### src/sv/rcw_pkg.sv
// ----------------------------------------------------------------------------
// rcw_pkg
// Types and constants shared by the reading change warning check modules.
// ----------------------------------------------------------------------------
`default_nettype none

package rcw_pkg;

    // Datapath widths
    localparam int unsigned RD_W   = 16;   // meter reading
    localparam int unsigned TRD_W  = 14;   // trend register
    localparam int unsigned BRD_W  = 8;    // border repeat budget
    localparam int unsigned OUT_W  = 23;   // bound and ratio fields
    localparam int unsigned CODE_W = 3;    // warning code
    localparam int unsigned DIV_W  = 30;   // divider dividend and quotient
    localparam int unsigned DSR_W  = 16;   // divider divisor
    localparam int unsigned CFG_W  = 2;    // register index

    localparam int unsigned NUM_CODES = 6;

    // Register indexes
    localparam logic [CFG_W-1:0] REG_TOP_LIMIT = 2'd0;
    localparam logic [CFG_W-1:0] REG_TREND     = 2'd1;
    localparam logic [CFG_W-1:0] REG_BORDER    = 2'd2;

    // Warning codes
    localparam logic [CODE_W-1:0] CODE_OK     = 3'd0;
    localparam logic [CODE_W-1:0] CODE_ZERO   = 3'd1;
    localparam logic [CODE_W-1:0] CODE_TOP    = 3'd2;
    localparam logic [CODE_W-1:0] CODE_UP     = 3'd3;
    localparam logic [CODE_W-1:0] CODE_DOWN   = 3'd4;
    localparam logic [CODE_W-1:0] CODE_REPEAT = 3'd5;

    localparam logic [TRD_W-1:0] PERCENT = 14'd100;
    localparam logic [OUT_W-1:0] SAT_MAX = 23'h7F_FFFF;

    // Sequencer states
    typedef enum logic [3:0] {
        S_IDLE,
        S_CHECK,
        S_MUL_HI,
        S_MUL_CUR,
        S_CMP_UP,
        S_MUL_LO,
        S_MUL_PRV,
        S_CMP_DN,
        S_DIV_BND,
        S_DIV_RAT,
        S_FINISH
    } t_state;

    // Divider request and response
    typedef struct packed {
        logic             start;
        logic [DIV_W-1:0] dividend;
        logic [DSR_W-1:0] divisor;
    } t_div_req;

    typedef struct packed {
        logic             done;
        logic [DIV_W-1:0] quotient;
    } t_div_rsp;

    // Saturate a quotient to the 23-bit result fields
    function automatic logic [OUT_W-1:0] sat23(input logic [DIV_W-1:0] v);
        logic [OUT_W-1:0] r;
        if (|v[DIV_W-1:OUT_W]) begin
            r = SAT_MAX;
        end else begin
            r = v[OUT_W-1:0];
        end
        return r;
    endfunction

endpackage

`default_nettype wire

### src/sv/rcw_in_if.sv
// ----------------------------------------------------------------------------
// rcw_in_if
// Input channel: one pair of meter readings and a check mode per item.
// ----------------------------------------------------------------------------
`default_nettype none

interface rcw_in_if;
    logic        valid;
    logic        ready;
    logic        mode;
    logic [15:0] previous_reading;
    logic [15:0] current_reading;

    modport source (output valid, mode, previous_reading, current_reading, input ready);
    modport sink   (input valid, mode, previous_reading, current_reading, output ready);
endinterface

`default_nettype wire

### src/sv/rcw_out_if.sv
// ----------------------------------------------------------------------------
// rcw_out_if
// Result channel: warning code, crossed bound, ratio and re-read request.
// ----------------------------------------------------------------------------
`default_nettype none

interface rcw_out_if;
    logic        valid;
    logic        ready;
    logic [2:0]  warning_code;
    logic [22:0] bound_value;
    logic [22:0] ratio_percent;
    logic [15:0] warning_count;
    logic        reread_request;
    logic [7:0]  repeat_budget;

    modport source (output valid, warning_code, bound_value, ratio_percent,
                    warning_count, reread_request, repeat_budget, input ready);
    modport sink   (input valid, warning_code, bound_value, ratio_percent,
                    warning_count, reread_request, repeat_budget, output ready);
endinterface

`default_nettype wire

### src/sv/rcw_div.sv
// ----------------------------------------------------------------------------
// rcw_div
// Restoring serial divider, one quotient bit per cycle, unsigned.
// ----------------------------------------------------------------------------
`default_nettype none

module rcw_div (
    input  wire logic             i_clk,
    input  wire logic             i_rst_n,
    input  wire rcw_pkg::t_div_req i_req,
    output rcw_pkg::t_div_rsp      o_rsp
);
    import rcw_pkg::*;

    localparam int unsigned CNT_W = $clog2(DIV_W + 1);
    localparam logic [CNT_W-1:0] LAST = CNT_W'(DIV_W - 1);

    logic             r_busy;
    logic             r_done;
    logic [CNT_W-1:0] r_cnt;
    logic [DSR_W-1:0] r_rem;
    logic [DSR_W-1:0] r_dsr;
    logic [DIV_W-1:0] r_q;

    logic [DSR_W:0]   w_shift;
    logic [DSR_W:0]   w_diff;
    logic             w_fit;

    // Shift in the next dividend bit and trial-subtract
    always_comb begin
        w_shift = {r_rem, r_q[DIV_W-1]};
        w_diff  = w_shift - {1'b0, r_dsr};
        w_fit   = (w_shift >= {1'b0, r_dsr});
    end

    // Control
    always_ff @(posedge i_clk) begin
        if (!i_rst_n) begin
            r_busy <= 1'b0;
            r_done <= 1'b0;
            r_cnt  <= '0;
        end else begin
            r_done <= 1'b0;
            if (r_busy) begin
                r_cnt <= r_cnt + 1'b1;
                if (r_cnt == LAST) begin
                    r_busy <= 1'b0;
                    r_done <= 1'b1;
                end
            end else if (i_req.start) begin
                r_busy <= 1'b1;
                r_cnt  <= '0;
            end
        end
    end

    // Datapath
    always_ff @(posedge i_clk) begin
        if (r_busy) begin
            r_rem <= w_fit ? w_diff[DSR_W-1:0] : w_shift[DSR_W-1:0];
            r_q   <= {r_q[DIV_W-2:0], w_fit};
        end else if (i_req.start) begin
            r_rem <= '0;
            r_q   <= i_req.dividend;
            r_dsr <= i_req.divisor;
        end
    end

    assign o_rsp.done     = r_done;
    assign o_rsp.quotient = r_q;

endmodule

`default_nettype wire

### src/sv/reading_change_warning_check.sv
// ----------------------------------------------------------------------------
// reading_change_warning_check
// Meter reading change checks with per-code warning counters.
// ----------------------------------------------------------------------------
// One item at a time. Repeat checks, the zero drop and the top limit pass
// through S_CHECK and S_FINISH to the result register. The trend checks use
// one shared 17x14 multiplier for up to four products; a trend warning then
// needs two quotients from the serial divider, the bound and then the ratio.
// The serial divider sets the worst case. The result sits in an output
// register, so the next item is taken while it waits to be collected.
// ----------------------------------------------------------------------------
`default_nettype none

module reading_change_warning_check (
    input  wire logic                   i_clk,
    input  wire logic                   i_rst_n,
    rcw_in_if.sink                      i_in,
    rcw_out_if.source                   o_out,
    input  wire logic                   i_cfg_we,
    input  wire logic [rcw_pkg::CFG_W-1:0] i_cfg_idx,
    input  wire logic [15:0]            i_cfg_data
);
    import rcw_pkg::*;

    localparam int unsigned MA_W = RD_W + 1;
    localparam int unsigned MP_W = MA_W + TRD_W;

    t_state r_state, n_state;

    // Configuration
    logic [RD_W-1:0]  r_top_limit;
    logic [TRD_W-1:0] r_trend;
    logic [BRD_W-1:0] r_border;

    // Item and working registers
    logic              r_mode;
    logic [RD_W-1:0]   r_prev;
    logic [RD_W-1:0]   r_curr;
    logic [CODE_W-1:0] r_code;
    logic [OUT_W-1:0]  r_bound;
    logic [OUT_W-1:0]  r_ratio;
    logic [DIV_W-1:0]  r_pa;
    logic [DIV_W-1:0]  r_pb;
    logic [RD_W-1:0]   r_cnt [NUM_CODES];

    // Result register
    logic              r_out_valid;
    logic [CODE_W-1:0] r_out_code;
    logic [OUT_W-1:0]  r_out_bound;
    logic [OUT_W-1:0]  r_out_ratio;
    logic [RD_W-1:0]   r_out_count;
    logic              r_out_req;
    logic [BRD_W-1:0]  r_out_budget;

    logic              w_accept;
    logic              w_out_free;
    logic              w_up;
    logic              w_down;
    logic [MA_W-1:0]   w_mul_a;
    logic [TRD_W-1:0]  w_mul_b;
    logic [MP_W-1:0]   w_prod;
    logic [RD_W-1:0]   w_cnt_next;
    t_div_req          w_div_req;
    t_div_rsp          w_div_rsp;

    assign w_accept   = i_in.valid && i_in.ready;
    assign w_out_free = !r_out_valid || o_out.ready;
    assign w_up       = (r_pa < r_pb);
    assign w_down     = (r_trend != '0) && (r_pa <= r_pb);
    assign w_cnt_next = r_cnt[r_code] + 1'b1;

    // Shared multiplier operand selection
    always_comb begin
        w_mul_a = {1'b0, r_prev};
        w_mul_b = r_trend;
        unique case (r_state)
            S_MUL_CUR: begin
                w_mul_a = {1'b0, r_curr};
                w_mul_b = PERCENT;
            end
            S_MUL_LO: begin
                w_mul_a = {1'b0, r_curr} + 1'b1;
                w_mul_b = r_trend;
            end
            S_MUL_PRV: begin
                w_mul_a = {1'b0, r_prev};
                w_mul_b = PERCENT;
            end
            default: begin
                w_mul_a = {1'b0, r_prev};
                w_mul_b = r_trend;
            end
        endcase
        w_prod = {{TRD_W{1'b0}}, w_mul_a} * {{MA_W{1'b0}}, w_mul_b};
    end

    // Sequencer: next state and divider requests
    always_comb begin
        n_state            = r_state;
        w_div_req.start    = 1'b0;
        w_div_req.dividend = r_pa;
        w_div_req.divisor  = {2'b00, PERCENT};
        unique case (r_state)
            S_IDLE: begin
                if (w_accept) n_state = S_CHECK;
            end
            S_CHECK: begin
                priority if (r_mode) begin
                    n_state = S_FINISH;
                end else if (r_prev != '0 && r_curr == '0) begin
                    n_state = S_FINISH;
                end else if (r_curr > r_top_limit) begin
                    n_state = S_FINISH;
                end else if (r_prev != '0 && r_curr != '0) begin
                    n_state = S_MUL_HI;
                end else begin
                    n_state = S_FINISH;
                end
            end
            S_MUL_HI:  n_state = S_MUL_CUR;
            S_MUL_CUR: n_state = S_CMP_UP;
            S_CMP_UP: begin
                if (w_up) begin
                    // bound = prev*trend/100
                    w_div_req.start    = 1'b1;
                    w_div_req.dividend = r_pa;
                    w_div_req.divisor  = {2'b00, PERCENT};
                    n_state            = S_DIV_BND;
                end else begin
                    n_state = S_MUL_LO;
                end
            end
            S_MUL_LO:  n_state = S_MUL_PRV;
            S_MUL_PRV: n_state = S_CMP_DN;
            S_CMP_DN: begin
                if (w_down) begin
                    // bound = prev*100/trend
                    w_div_req.start    = 1'b1;
                    w_div_req.dividend = r_pb;
                    w_div_req.divisor  = {2'b00, r_trend};
                    n_state            = S_DIV_BND;
                end else begin
                    n_state = S_FINISH;
                end
            end
            S_DIV_BND: begin
                if (w_div_rsp.done) begin
                    // ratio: curr*100/prev going up, prev*100/curr going down
                    w_div_req.start    = 1'b1;
                    w_div_req.dividend = r_pb;
                    w_div_req.divisor  = (r_code == CODE_UP) ? r_prev : r_curr;
                    n_state            = S_DIV_RAT;
                end
            end
            S_DIV_RAT: begin
                if (w_div_rsp.done) n_state = S_FINISH;
            end
            S_FINISH: begin
                if (w_out_free) n_state = S_IDLE;
            end
            default: n_state = S_IDLE;
        endcase
    end

    always_ff @(posedge i_clk) begin
        if (!i_rst_n) begin
            r_state <= S_IDLE;
        end else begin
            r_state <= n_state;
        end
    end

    assign i_in.ready = (r_state == S_IDLE);

    // Configuration registers
    always_ff @(posedge i_clk) begin
        if (!i_rst_n) begin
            r_top_limit <= '1;
            r_trend     <= 14'd200;
            r_border    <= '0;
        end else if (i_cfg_we) begin
            unique case (i_cfg_idx)
                REG_TOP_LIMIT: r_top_limit <= i_cfg_data;
                REG_TREND:     r_trend     <= i_cfg_data[TRD_W-1:0];
                REG_BORDER:    r_border    <= i_cfg_data[BRD_W-1:0];
                default:       ;
            endcase
        end
    end

    // Working datapath
    always_ff @(posedge i_clk) begin
        unique case (r_state)
            S_IDLE: begin
                if (w_accept) begin
                    r_mode <= i_in.mode;
                    r_prev <= i_in.previous_reading;
                    r_curr <= i_in.current_reading;
                end
            end
            S_CHECK: begin
                r_bound <= '0;
                r_ratio <= '0;
                r_code  <= CODE_OK;
                priority if (r_mode) begin
                    if (r_prev != '0 && r_curr == r_prev) r_code <= CODE_REPEAT;
                end else if (r_prev != '0 && r_curr == '0) begin
                    r_code <= CODE_ZERO;
                end else if (r_curr > r_top_limit) begin
                    r_code  <= CODE_TOP;
                    r_bound <= {{(OUT_W-RD_W){1'b0}}, r_top_limit};
                end
            end
            S_MUL_HI:  r_pa <= w_prod[DIV_W-1:0];
            S_MUL_CUR: r_pb <= w_prod[DIV_W-1:0];
            S_CMP_UP: begin
                if (w_up) r_code <= CODE_UP;
            end
            S_MUL_LO:  r_pa <= w_prod[DIV_W-1:0];
            S_MUL_PRV: r_pb <= w_prod[DIV_W-1:0];
            S_CMP_DN: begin
                if (w_down) r_code <= CODE_DOWN;
            end
            S_DIV_BND: begin
                if (w_div_rsp.done) r_bound <= sat23(w_div_rsp.quotient);
            end
            S_DIV_RAT: begin
                if (w_div_rsp.done) r_ratio <= sat23(w_div_rsp.quotient);
            end
            default: ;
        endcase
    end

    // Warning counters, one per code
    always_ff @(posedge i_clk) begin
        if (!i_rst_n) begin
            for (int k = 0; k < NUM_CODES; k++) r_cnt[k] <= '0;
        end else if (r_state == S_FINISH && w_out_free && r_code != CODE_OK) begin
            r_cnt[r_code] <= w_cnt_next;
        end
    end

    // Result register
    always_ff @(posedge i_clk) begin
        if (!i_rst_n) begin
            r_out_valid <= 1'b0;
        end else if (r_state == S_FINISH && w_out_free) begin
            r_out_valid <= 1'b1;
        end else if (o_out.ready) begin
            r_out_valid <= 1'b0;
        end
    end

    always_ff @(posedge i_clk) begin
        if (r_state == S_FINISH && w_out_free) begin
            r_out_code  <= r_code;
            r_out_bound <= r_bound;
            r_out_ratio <= r_ratio;
            if (r_code != CODE_OK) begin
                r_out_count  <= w_cnt_next;
                r_out_req    <= 1'b1;
                r_out_budget <= r_border;
            end else begin
                r_out_count  <= '0;
                r_out_req    <= 1'b0;
                r_out_budget <= '0;
            end
        end
    end

    assign o_out.valid          = r_out_valid;
    assign o_out.warning_code   = r_out_code;
    assign o_out.bound_value    = r_out_bound;
    assign o_out.ratio_percent  = r_out_ratio;
    assign o_out.warning_count  = r_out_count;
    assign o_out.reread_request = r_out_req;
    assign o_out.repeat_budget  = r_out_budget;

    // Shared serial divider
    rcw_div u_div (
        .i_clk   (i_clk),
        .i_rst_n (i_rst_n),
        .i_req   (w_div_req),
        .o_rsp   (w_div_rsp)
    );

endmodule

`default_nettype wire

### src/flat_wrapper.sv
// flat-port wrapper written by rule: the top's interface ports become plain ports
module reading_change_warning_check_flat import rcw_pkg::*;
  (i_clk, i_rst_n, i_cfg_we, i_cfg_idx, i_cfg_data, i_in_valid, i_in_mode, i_in_previous_reading, i_in_current_reading, i_in_ready, o_out_valid, o_out_warning_code, o_out_bound_value, o_out_ratio_percent, o_out_warning_count, o_out_reread_request, o_out_repeat_budget, o_out_ready);
  rcw_in_if i_in_i ();
  rcw_out_if o_out_i ();
  input  wire logic i_clk;
  input  wire logic i_rst_n;
  input  wire logic i_cfg_we;
  input  wire logic [rcw_pkg::CFG_W-1:0] i_cfg_idx;
  input  wire logic [15:0] i_cfg_data;
  input wire logic [$bits(i_in_i.valid)-1:0] i_in_valid;
  input wire logic [$bits(i_in_i.mode)-1:0] i_in_mode;
  input wire logic [$bits(i_in_i.previous_reading)-1:0] i_in_previous_reading;
  input wire logic [$bits(i_in_i.current_reading)-1:0] i_in_current_reading;
  output wire logic [$bits(i_in_i.ready)-1:0] i_in_ready;
  output wire logic [$bits(o_out_i.valid)-1:0] o_out_valid;
  output wire logic [$bits(o_out_i.warning_code)-1:0] o_out_warning_code;
  output wire logic [$bits(o_out_i.bound_value)-1:0] o_out_bound_value;
  output wire logic [$bits(o_out_i.ratio_percent)-1:0] o_out_ratio_percent;
  output wire logic [$bits(o_out_i.warning_count)-1:0] o_out_warning_count;
  output wire logic [$bits(o_out_i.reread_request)-1:0] o_out_reread_request;
  output wire logic [$bits(o_out_i.repeat_budget)-1:0] o_out_repeat_budget;
  input wire logic [$bits(o_out_i.ready)-1:0] o_out_ready;
  assign i_in_i.valid = i_in_valid;
  assign i_in_i.mode = i_in_mode;
  assign i_in_i.previous_reading = i_in_previous_reading;
  assign i_in_i.current_reading = i_in_current_reading;
  assign i_in_ready = i_in_i.ready;
  assign o_out_valid = o_out_i.valid;
  assign o_out_warning_code = o_out_i.warning_code;
  assign o_out_bound_value = o_out_i.bound_value;
  assign o_out_ratio_percent = o_out_i.ratio_percent;
  assign o_out_warning_count = o_out_i.warning_count;
  assign o_out_reread_request = o_out_i.reread_request;
  assign o_out_repeat_budget = o_out_i.repeat_budget;
  assign o_out_i.ready = o_out_ready;
  reading_change_warning_check u_core (.i_clk(i_clk), .i_rst_n(i_rst_n), .i_in(i_in_i), .o_out(o_out_i), .i_cfg_we(i_cfg_we), .i_cfg_idx(i_cfg_idx), .i_cfg_data(i_cfg_data));
endmodule
### config.mk
export PLATFORM = sky130hd
export DESIGN_NAME = reading_change_warning_check_flat
export DESIGN_NICKNAME = d
export VERILOG_FILES = /design/src/sv/rcw_pkg.sv /design/src/sv/rcw_in_if.sv /design/src/sv/rcw_out_if.sv /design/src/sv/rcw_div.sv /design/src/sv/reading_change_warning_check.sv /design/src/flat_wrapper.sv
export SDC_FILE = /design/constraint.sdc
export NUM_CORES = 1
export LEC_CHECK = 0
export BUFFER_PORTS_ARGS = -buffer_cell sky130_fd_sc_hd__buf_2
export CORE_MARGIN = 3
export CORE_UTILIZATION = 25
export CTS_BUF_LIST = sky130_fd_sc_hd__clkbuf_16
export CTS_CLUSTER_SIZE = 8
export DETAILED_ROUTE_END_ITERATION = 6
export PLACE_DENSITY_LB_ADDON = 0.25
export SYNTH_ARGS = -nofsm -noshare
export SYNTH_HDL_FRONTEND = slang
export SYNTH_SLANG_ARGS = --single-unit
### constraint.sdc
create_clock -name i_clk -period 12.2 [get_ports i_clk]
set_input_delay 1.22 -clock i_clk [delete_from_list [all_inputs] [get_ports i_clk]]
set_output_delay 1.22 -clock i_clk [all_outputs]
set_load 0.03 [all_outputs]
==> PnR_summary.wiki <==
{| class="wikitable"
! Metric !! Value
|-
| Worst relative slew slack || 0.217
|-
| Violation count after the first detailed-route iteration || 1458
|-
| CTS Root Cell || sky130_fd_sc_hd__clkbuf_16
|-
| Worst-path maximum fanout || 19
|-
| Maximum achievable frequency || 115 MHz
|-
| Share of post-route cells with drive strength above 1 || 0.109
|-
| Worst setup EP type || register
|-
| First-pass GRT wire length || 129000 um
|-
| Post-Route Utilization || 0.292
|-
| Path type of the worst min-delay path || register to register
|-
| Number of hold-repair buffers added at the cts stage || 0
|-
| Total net switching power || 3670 uW
|-
| Avg Inst Size Synth || 11.0 um2
|-
| Most frequent cell on the critical path || sky130_fd_sc_hd__fa_1
|-
| Fraction of registers with async set/reset || 0
|-
| Antenna violations before repair || 7
|-
| Worst vdd ir || 0.000359 V
|-
| Layout area overhead || 15.1%
|-
| Number of filler cells placed in the layout || 11813
|-
| Ports placed on the boundary || 132
|-
| Overall routing resource usage || 0.145
|-
| Critical path buffer and inverter count || 4
|-
| Core region area || 113000 um2
|-
| Estimated wirelength of the detail-placed design || 62700 um
|-
| Count of warnings emitted by yosys || 0
|-
| Main synth FF type || sky130_fd_sc_hd__edfxtp_1
|-
| Slew of the pin with the lowest slew margin || 1.17 ns
|-
| Router iterations before antenna repair || 5
|-
| Max Clock Skew || 0.0421 ns
|-
| Die Y-Extent || 345 um
|-
| Avg Vias per Cell || 4.60
|-
| Resize count post-CTS || 0
|-
| Remaining Overflow, GRT || 0
|-
| Biggest area contributors in the synthesized netlist || sky130_fd_sc_hd__edfxtp_1, sky130_fd_sc_hd__fa_1, sky130_fd_sc_hd__ha_1
|-
| Max capacitance violation total || 0
|-
| Clock buffer depth || 3
|-
| Static leakage || 0.0139 uW
|-
| Cell variety after synth || 82
|-
| Netlist area before placement || 28700 um2
|-
| Synth top cells by count || sky130_fd_sc_hd__edfxtp_1, sky130_fd_sc_hd__nand2_1, sky130_fd_sc_hd__inv_1
|-
| Data required time at the worst endpoint || 12.56 ns
|-
| Die X-Extent || 345 um
|-
| Starting density of the core || 0.253
|-
| Via count of the first global-routing pass || 20596
|-
| H-Tree Depth || 3
|-
| Master of the slowest instance on the critical path || sky130_fd_sc_hd__nor2_1
|-
| Number of cell rows || 123
|-
| Cell Pwr Density || 263 nW/um2
|-
| Total length of routed wires || 85100 um
|-
| Setup repair after global routing missed its margin || no
|-
| Total setup buffers inserted after CTS || 0
|-
| Internal cell power || 5010 uW
|-
| Post-Syn Instances || 2605
|-
| Final-report max-slew violation count || 0
|-
| Share of synthesized area occupied by flip-flops and latches || 0.462
|-
| TritonCTS Buffers || 68
|-
| Kind of cell with the highest combined delay on the critical path || adder cells
|-
| Area leader, netlist || sky130_fd_sc_hd__edfxtp_1
|-
| Switching portion of total power || 0.423
|-
| Relative contribution of combinational cells to total power || 0.516
|-
| Ordered cell list for the critical path || nand2b_1, nor2_1, nor2_1, a221o_1, and2_1, fa_1, inv_1, fa_1, inv_1, fa_1, fa_1, fa_1, inv_1, fa_1, inv_1, ha_1, a21oi_1, o21ai_0, nand2_1, nor4bb_1, o21ai_1, and4_1, or2_2, o311ai_1
|-
| Clock Pin Slew Worst Setup and Hold Paths || 0.06 ns
|-
| Relative contribution of sequential cells to total power || 0.283
|-
| Layout net count || 3124
|-
| Post-layout minimum cycle time || 8.67 ns
|-
| Number of buffers inserted by port buffering || 131
|-
| Remaining routing DRC violations || 0
|-
| Leading cell type by number of instances after synthesis || sky130_fd_sc_hd__edfxtp_1
|-
| Number of failing setup endpoints in the final timing report || 0
|-
| Count of clock tree sinks || 459
|-
| CP Class || register to register
|-
| Crit path largest cell delay || 0.72 ns
|-
| Final hold vios || 0
|-
| Total vias in the final route || 19652
|-
| TritonCTS clock tree || done
|-
| Antenna violation net count after detailed routing || 0
|-
| Number of synthesized flops with an enable pin || 406
|-
| Kind of start point of the critical path || register
|-
| Final RePlAce weighted congestion || 0.836
|-
| Result of the run || finished, final reports clean
|-
| Clock latency of the later-clocked register in the worst-skew pair || 0.63 ns
|-
| Data arrival time of the critical path || 9.03 ns
|-
| Share of total power in the clock network || 0.201
|-
| Area share of the leading cell type in the synthesized netlist || 0.425
|-
| Largest net degree at the start of global routing || 71
|-
| Routed wire length per instance || 19.9 um
|-
| Ratio of final minimum period to clock period || 0.711
|-
| Total Die Area || 119000 um2
|-
| Sum of negative setup slack || 0 ns
|-
| Count of state elements after synthesis || 459
|}
layout make-up:
class                      count  area, um2  area share
antenna                        3       7.51    0.000228
timing repair buffer         159        866      0.0262
tap                         1500       1880      0.0569
clock inverter                35        259     0.00785
multi-input combinational   1726      13800       0.418
inverter                     319       1200      0.0363
sequential                   459      13300       0.402
clock buffer                  69       1730      0.0523
worst register-to-register path, cell delays in order, from the launching register on:
cell and delay, ns:
sky130_fd_sc_hd__dfxtp_1 0.69, sky130_fd_sc_hd__nand2b_1 0.17, sky130_fd_sc_hd__nor2_1 0.72, sky130_fd_sc_hd__nor2_1 0.45, sky130_fd_sc_hd__a221o_1 0.72, sky130_fd_sc_hd__and2_1 0.28, sky130_fd_sc_hd__fa_1 0.53, sky130_fd_sc_hd__inv_1 0.05
sky130_fd_sc_hd__fa_1 0.47, sky130_fd_sc_hd__inv_1 0.05, sky130_fd_sc_hd__fa_1 0.49, sky130_fd_sc_hd__fa_1 0.51, sky130_fd_sc_hd__fa_1 0.49, sky130_fd_sc_hd__inv_1 0.05, sky130_fd_sc_hd__fa_1 0.47, sky130_fd_sc_hd__inv_1 0.04
sky130_fd_sc_hd__ha_1 0.33, sky130_fd_sc_hd__a21oi_1 0.20, sky130_fd_sc_hd__o21ai_0 0.21, sky130_fd_sc_hd__nand2_1 0.11, sky130_fd_sc_hd__nor4bb_1 0.27, sky130_fd_sc_hd__o21ai_1 0.18, sky130_fd_sc_hd__and4_1 0.24, sky130_fd_sc_hd__or2_2 0.32
sky130_fd_sc_hd__o311ai_1 0.37
power groups by stage:
| stage | registers [uW] | logic [uW] | clock network (uW) |
|---|---|---|---|
| after global placement | 2480 | 4530 | 0 |
| after global routing | 2480 | 5140 | 1860 |
| after CTS | 2460 | 4550 | 1800 |
| after floorplan | 2390 | 3360 | 0 |
| final | 2460 | 4480 | 1740 |
| after detailed placement | 2490 | 4520 | 0 |
cell usage in the layout, fill, tap and decap left out, types with 16 or more instances in the layout:
master and count:
sky130_fd_sc_hd__a21o_1 16, sky130_fd_sc_hd__a21oi_1 88, sky130_fd_sc_hd__and2_1 44, sky130_fd_sc_hd__and3_1 17, sky130_fd_sc_hd__buf_2 131, sky130_fd_sc_hd__buf_4 28, sky130_fd_sc_hd__clkbuf_16 69, sky130_fd_sc_hd__conb_1 16
sky130_fd_sc_hd__dfxtp_1 51, sky130_fd_sc_hd__edfxtp_1 406, sky130_fd_sc_hd__fa_1 177, sky130_fd_sc_hd__ha_1 158, sky130_fd_sc_hd__inv_1 341, sky130_fd_sc_hd__mux2i_1 75, sky130_fd_sc_hd__mux4_2 20, sky130_fd_sc_hd__nand2_1 345
sky130_fd_sc_hd__nand3_1 28, sky130_fd_sc_hd__nand4_1 18, sky130_fd_sc_hd__nor2_1 295, sky130_fd_sc_hd__nor3_1 22, sky130_fd_sc_hd__nor4_1 16, sky130_fd_sc_hd__o211ai_1 22, sky130_fd_sc_hd__o21ai_0 91, sky130_fd_sc_hd__o22ai_1 17
sky130_fd_sc_hd__xnor2_1 48
state kept, by name, indices dropped and copies added (netlist names), 23 cells and up, named ones only:
name	count
u_core.r_cnt	128
u_core.r_pa	30
u_core.u_div.r_q	30
u_core.r_ratio	23
u_core.o_out.ratio_percent	23
u_core.r_bound	23
u_core.r_pb	30
u_core.o_out.bound_value	23
per-layer routing:
| metal | part of all wire | track usage | wire length, um |
|---|---|---|---|
| met5 | 0.00020 | 0 | 17 |
| met4 | 0.020 | 0.0359 | 1700 |
| met3 | 0.058 | 0.0259 | 4890 |
| met2 | 0.48 | 0.244 | 41100 |
| met1 | 0.44 | 0.192 | 37400 |
cell families after synthesis:
group           count (synthesis)  share of synthesized area
compound gates                327                     0.0727
fa+ha+maj                     335                      0.193
mux                           114                     0.0561
simple gates                  866                      0.134
flops                         459                      0.462
buf+inv                       435                     0.0594
other cells                     1                   0.000131
xor+xnor                       68                     0.0225
final timing paths:
check	slack (ns)	cells after the start	from	endpoint
setup / recovery	3.53	24	u_core.r_state[0]$_SDFFE_PN0P_	u_core.r_pa[26]$_DFFE_PP_
hold / removal	0.41	0	u_core.r_bound[2]$_DFFE_PP_	u_core.o_out.bound_value[2]$_DFFE_PP_
setup reg to reg	3.53	24	u_core.r_state[0]$_SDFFE_PN0P_	u_core.r_pa[26]$_DFFE_PP_
hold reg to reg	0.41	0	u_core.r_bound[2]$_DFFE_PP_	u_core.o_out.bound_value[2]$_DFFE_PP_
metrics by stage:
step | setup slack, ns | std cells | hold WS (ns) | area (um2) | total power, uW
floorplan | 4.92 | 2620 | 0.400 | 28700 | 5750
global placement | 3.86 | 4163 | 0.402 | 31000 | 7010
detailed placement | 3.72 | 4163 | 0.405 | 31000 | 7010
CTS | 3.66 | 4267 | 0.405 | 33000 | 8800
global route | 2.91 | 4267 | 0.416 | 33000 | 9480
finish | 3.53 | 4270 | 0.407 | 33000 | 8670
No activity file was read; power rests on OpenSTA's default activity.
